--- src/sv/llcb_pkg.sv ---
// ----------------------------------------------------------------------------
// llcb_pkg
// Types and constants shared by the last-lines capture buffer modules:
// request and response payloads, command codes and the controller to
// datapath command and status groups.
// ----------------------------------------------------------------------------
package llcb_pkg;

   // request command codes
   localparam logic [1:0] CMD_DATA = 2'd0;
   localparam logic [1:0] CMD_END  = 2'd1;
   localparam logic [1:0] CMD_READ = 2'd2;

   // line terminator
   localparam logic [7:0] NEWLINE = 8'd10;

   // lines_kept after reset
   localparam logic [6:0] LINES_KEPT_RESET = 7'd10;

   typedef struct packed {
      logic [1:0] command;
      logic [7:0] data_byte;
   } llcb_req_type;

   typedef struct packed {
      logic [7:0] out_byte;
      logic       valid_res;
      logic       last;
   } llcb_rsp_type;

   // controller to datapath
   typedef struct packed {
      logic clear;       // drop the stored stream before this item
      logic write_byte;  // store a content byte into the open line
      logic commit;      // terminate the open line with a newline
      logic end_mark;    // mark end of stream, rewind the read pointer
      logic finish;      // consume the byte fetched for a read
      logic hit;         // the current response carries data
   } llcb_cmd_type;

   // datapath to controller
   typedef struct packed {
      logic ended;
      logic part_full;
      logic part_nonempty;
      logic read_avail;
   } llcb_stat_type;

endpackage

--- src/sv/llcb_ctrl.sv ---
// ----------------------------------------------------------------------------
// llcb_ctrl
// Command decoder and state machine. Data and end transfers finish in the
// cycle they are taken; a read then waits in the response state for the
// registered memory data.
// ----------------------------------------------------------------------------
module llcb_ctrl
   import llcb_pkg::*;
(
   input  logic          clock,
   input  logic          reset,
   input  logic          start,
   input  llcb_req_type  req_data,
   input  llcb_stat_type stat,
   output logic          busy,
   output logic          rsp_valid,
   output llcb_cmd_type  cmd
);

   localparam logic ST_IDLE = 1'b0;
   localparam logic ST_RESP = 1'b1;

   logic state_ff, state_in;
   logic hit_ff, hit_in;
   logic accept;
   logic is_newline;

   assign accept     = start && (state_ff == ST_IDLE);
   assign is_newline = (req_data.data_byte == NEWLINE);

   // decode
   always_comb begin
      cmd      = '0;
      state_in = state_ff;
      hit_in   = hit_ff;
      if (state_ff == ST_RESP) begin
         cmd.hit    = hit_ff;
         cmd.finish = hit_ff;
         state_in   = ST_IDLE;
      end else if (accept) begin
         case (req_data.command)
            CMD_DATA: begin
               cmd.clear      = stat.ended;
               cmd.commit     = is_newline;
               cmd.write_byte = !is_newline && (stat.ended || !stat.part_full);
            end
            CMD_END: begin
               cmd.commit   = !stat.ended && stat.part_nonempty;
               cmd.end_mark = !stat.ended;
            end
            CMD_READ: begin
               hit_in   = stat.ended && stat.read_avail;
               state_in = ST_RESP;
            end
            default: begin
            end
         endcase
      end
   end

   // state register
   always_ff @(posedge clock) begin
      if (reset) begin
         state_ff <= ST_IDLE;
         hit_ff   <= 1'b0;
      end else begin
         state_ff <= state_in;
         hit_ff   <= hit_in;
      end
   end

   assign busy      = (state_ff == ST_RESP);
   assign rsp_valid = (state_ff == ST_RESP);

endmodule

--- config.mk ---
export PLATFORM = sky130hd
export DESIGN_NAME = llcb_ctrl
export DESIGN_NICKNAME = d
export VERILOG_FILES = /design/src/sv/llcb_pkg.sv /design/src/sv/llcb_ctrl.sv
export SDC_FILE = /design/constraint.sdc
export NUM_CORES = 1
export LEC_CHECK = 0
export ABC_AREA = 0
export BUFFER_PORTS_ARGS = -buffer_cell sky130_fd_sc_hd__buf_2
export CORE_AREA = 2 2 39 41
export DETAILED_ROUTE_END_ITERATION = 16
export DIE_AREA = 0 0 41 43
export PLACE_DENSITY = 0.57
export SLEW_MARGIN = 10
export SYNTH_ARGS = -nofsm -noshare
export SYNTH_HDL_FRONTEND = slang
export SYNTH_SLANG_ARGS = --single-unit
--- constraint.sdc ---
create_clock -name clock -period 1.05 [get_ports clock]
set_input_delay 0.105 -clock clock [delete_from_list [all_inputs] [get_ports clock]]
set_output_delay 0.105 -clock clock [all_outputs]
set_load 0.005 [all_outputs]
=== Word-level counts from Yosys, hierarchy flattened ===
Cells that the tools add are included.

* Output and inout bits: 8
* Logic and storage cells: 25
* Bits in registers: 2
* Input bits: 17

* Equality and inequality tests: 3
* Bitwise operators: 2
* Reduce and logical (&&, ||, !) cells: 11
* Mux-type cells: 7

{| class="wikitable"
|+ Operator list
! kind !! count
|-
| == test 8 x 4 -> 1 bit, second input constant || 1
|-
| two-way mux 4 bit || 2
|-
| logical AND 1 bit || 4
|-
| two-way mux 2 bit || 2
|-
| zero test 1 bit || 3
|-
| AND reduction 3 bit || 1
|-
| OR reduction 3 bit || 1
|-
| == test 2 x 1 -> 1 bit, second input constant || 1
|-
| == test 2 bit, second input constant || 1
|-
| zero test 2 bit || 1
|-
| two-way mux 1 bit || 2
|-
| inverter 1 bit || 2
|-
| case mux 1 bit (2 select lines) || 1
|-
| logical OR 1 bit || 1
|}

=== Depth between registers and ports, before layout ===
* Depth in word-level cells: 6
* Gate-level depth with buffers: 3
* Mapped depth without buffers: 3

=== Least setup slack after synthesis ===
No wires, ideal clock.

* Path type: flip-flop to output port
* Start: register state_ff (netlist: busy)
* End: output cmd[4] (netlist name)
* Arrival time: 971 ps
* Path buffers: 0
* Data required time: 945 ps
* Stages on the path, launching flop included: 4
* Setup slack: -26 ps
* Cells stage by stage: dfxtp_1 > nand2b_4 > or3_1 > a211oi_2

{| class="wikitable"
|+ RTL lines
! item !! RTL line !! RTL
|-
| from (decl) || llcb_ctrl.sv:23 || <nowiki>logic state_ff, state_in;</nowiki>
|-
| from (signal assigned) || llcb_ctrl.sv:67 || <nowiki>state_ff <= state_in;</nowiki>
|-
| to (decl) || llcb_ctrl.sv:17 || <nowiki>output llcb_cmd_type cmd</nowiki>
|}

==> out/metrics.yaml <==
synthTopCellsByCount: "3 x nor2_1, 2 x buf_4, 2 x dfxtp_1, 2 x inv_1"
areaGrowthSynthToFinish_pct: 103
ys.flop_type: "dfxtp_1"
synth_top_area_frac: 0.194
wirelength_um: 597
drc: 0
path_cells: "nand2b_4 -> or3_4 -> a211oi_2 -> buf_2"
ant_nets: 0
fmax_ghz: 0.725
synth.net_count: 39
die_area_mm2: 0.00176
syn-cell-area_um2: 206
async_flop_share: 0
initial_utilization: 0.149
use_met3: 0.0157
timing.rr.start: "busy"
fin_crit_sh: 1.31
rows: 14
h-tree-depth: 1
yosysTopAreaCell: "dfxtp_1"
cts.clk_slew.worst_paths_ps: 30
ff2ff_setup_slack_ps: -180
globalRouteMet2Util: 0.0969
power_leakage_uw: 0.000221
critPathRequiredTime_ps: 940
cts_tree: "done"
crit_slowest_cell: "or3_4"
rr_endpoint: "hit_ff"
utilization: 0.303
crit_type: "reg -> out"
rsz0062_at_grt: "yes"
num_antenna_cells: 0
min_to: "busy"
grt_use_total: 0.0681
core_area_mm2: 0.00138
synth_edf_count: 0
die_h_um: 43
grt_max_degree: 5
hold_viol: 0
cp_max_fo: 3
port_buffers: 24
vias_per_cell: 3.97
dp_cells: 62
setup_ws_ps: -329
fin_cells: 67
worst_setup_path_end_kind: "output port"
min_path_type: "in -> reg"
first_global_vias: 209
clock_latency_ps: 220
clockBufferDepth: 2
rr_worst_depth: 5
antenna_found_initial: 0
numCtsBuffers: 3
powerDensity_mw_per_mm2: 779
worstMarginPinSlew_ps: 215
drv_slew: 0
hold_depth: 2
fin_tns_setup_ps: -1320
finalSetupViolations: 8
outcome: "finished, violations left"
finalCriticalPeriod_ps: 1380
drv_cap: 0
die_w_um: 41
postCtsHoldBufs: 0
met1_usage: 0.0605
synthTopCellsByArea: "dfxtp_1 19%, nor4b_4 12%, buf_4 7.3%, nand2b_4 6.7%, a211oi_2 6.1%"
slew_headroom: 0.855
ir_drop_mv: 0.315
skew_ps: 0.804
gp_congestion: 0.593
synth.distinct_cells: 17
cp.arrival_ps: 1270
violations: "negative setup slack"
slowest_delay_ps: 330
min_from: "reset"
cts_num_sinks: 2
root_buffer: "clkbuf_4"
yosysMostFrequentCell: "nor2_1"
first_pass_iters: 1
synth_seq_cells: 2
final_nets: 70
drtIter0Drc: 0
synthCells: 22
top_usage_layer: "met4"
vias: 266
io-pin-count: 25
yosysWarnings: 0
critPathLaunchType: "register"
avgRoutedWirePerCell_um: 8.91
dp_hpwl_um: 524
drive_above_1_share: 0.765
syn_avg_cell_area_um2: 9.38
ys_seq_area_frac: 0.194
gr-total-overflow: 0
grt_pass1_wl_um: 731
==> worst max path at each step <==
stage          start     end  slack [ps]  cells past startpoint
2_1_floorplan   busy  cmd[3]         -20                      3
3_3_place_gp    busy  cmd[4]        -100                      4
3_5_place_dp    busy  cmd[4]        -130                      4
4_1_cts         busy  cmd[4]        -350                      4
5_1_grt         busy  cmd[4]        -380                      4
6_report        busy  cmd[4]        -330                      4
==> critical path: cells and delay by family, from the launching register on <==
kind / cells / cell delay, ps
DFF: 1 / 310
buffers and inverters: 1 / 130
AOI/OAI and AO/OA: 1 / 130
and+or+nand+nor: 2 / 480
==> power breakdown <==
part / internal, uW / total, uW / switching [uW] / leakage, uW
Clock: 126 / 164 / 38.5 / 0.0000138
Combinational: 50.8 / 82.8 / 32.0 / 0.000190
Sequential: 78.7 / 79.6 / 0.932 / 0.0000167
==> layer usage <==
metal	share of wire	wire, um
met5	0	0
met4	0	0
met3	0.094	56
met2	0.52	312
met1	0.38	227
==> through the flow <==
| step | power, uW | worst slack [ps] | area, um^2 | hold slack, ps |
|---|---|---|---|---|
| global placement | 154 | -104 | 348 | 277 |
| CTS | 334 | -351 | 390 | 66.0 |
| global route | 352 | -383 | 419 | 71.9 |
| detailed placement | 154 | -128 | 348 | 282 |
| floorplan | 108 | -23.7 | 208 | 169 |
| finish | 326 | -329 | 419 | 72.7 |
==> timing repair <==
action	CTS	global route
pin swaps	3	3
resized for setup	2	5
endpoints found under the hold margin	0	0
endpoints found under the setup margin	7	8
setup buffers	1	1
==> final cells by class <==
cell class | count | area [um^2]
multi-input combinational | 16 | 158
tap | 16 | 20.0
sequential | 2 | 41.3
clock buffer | 3 | 22.5
fill | 163 | 965
inverter | 2 | 7.51
timing repair buffer | 28 | 170
==> cell usage in the layout, fill, tap and decap left out <==
cell type	instances
a32o_1	1
a211oi_2	1
and4b_1	1
nor3_1	1
nor2b_4	1
dfxtp_1	1
inv_1	2
buf_4	2
nand2b_4	1
dfxtp_2	1
buf_6	4
and2_4	1
or3_4	1
nor2_1	3
nor4b_1	1
and2_1	1
buf_2	22
nor4b_4	1
and4bb_2	1
mux2i_1	1
clkbuf_4	3
==> sequential cells by signal (all words and copies together), names as in the netlist <==
register	count
busy	1
hit_ff	1
==> cell families (layout without fill, tap and decap cells) <==
group	after synthesis	after routing	synth area share
and+or+nand+nor	13	13	0.539
buffers and inverters	4	33	0.109
AOI/OAI and AO/OA	2	2	0.109
DFF	2	2	0.194
muxes	1	1	0.0485
(Power assumes the default switching activity.)
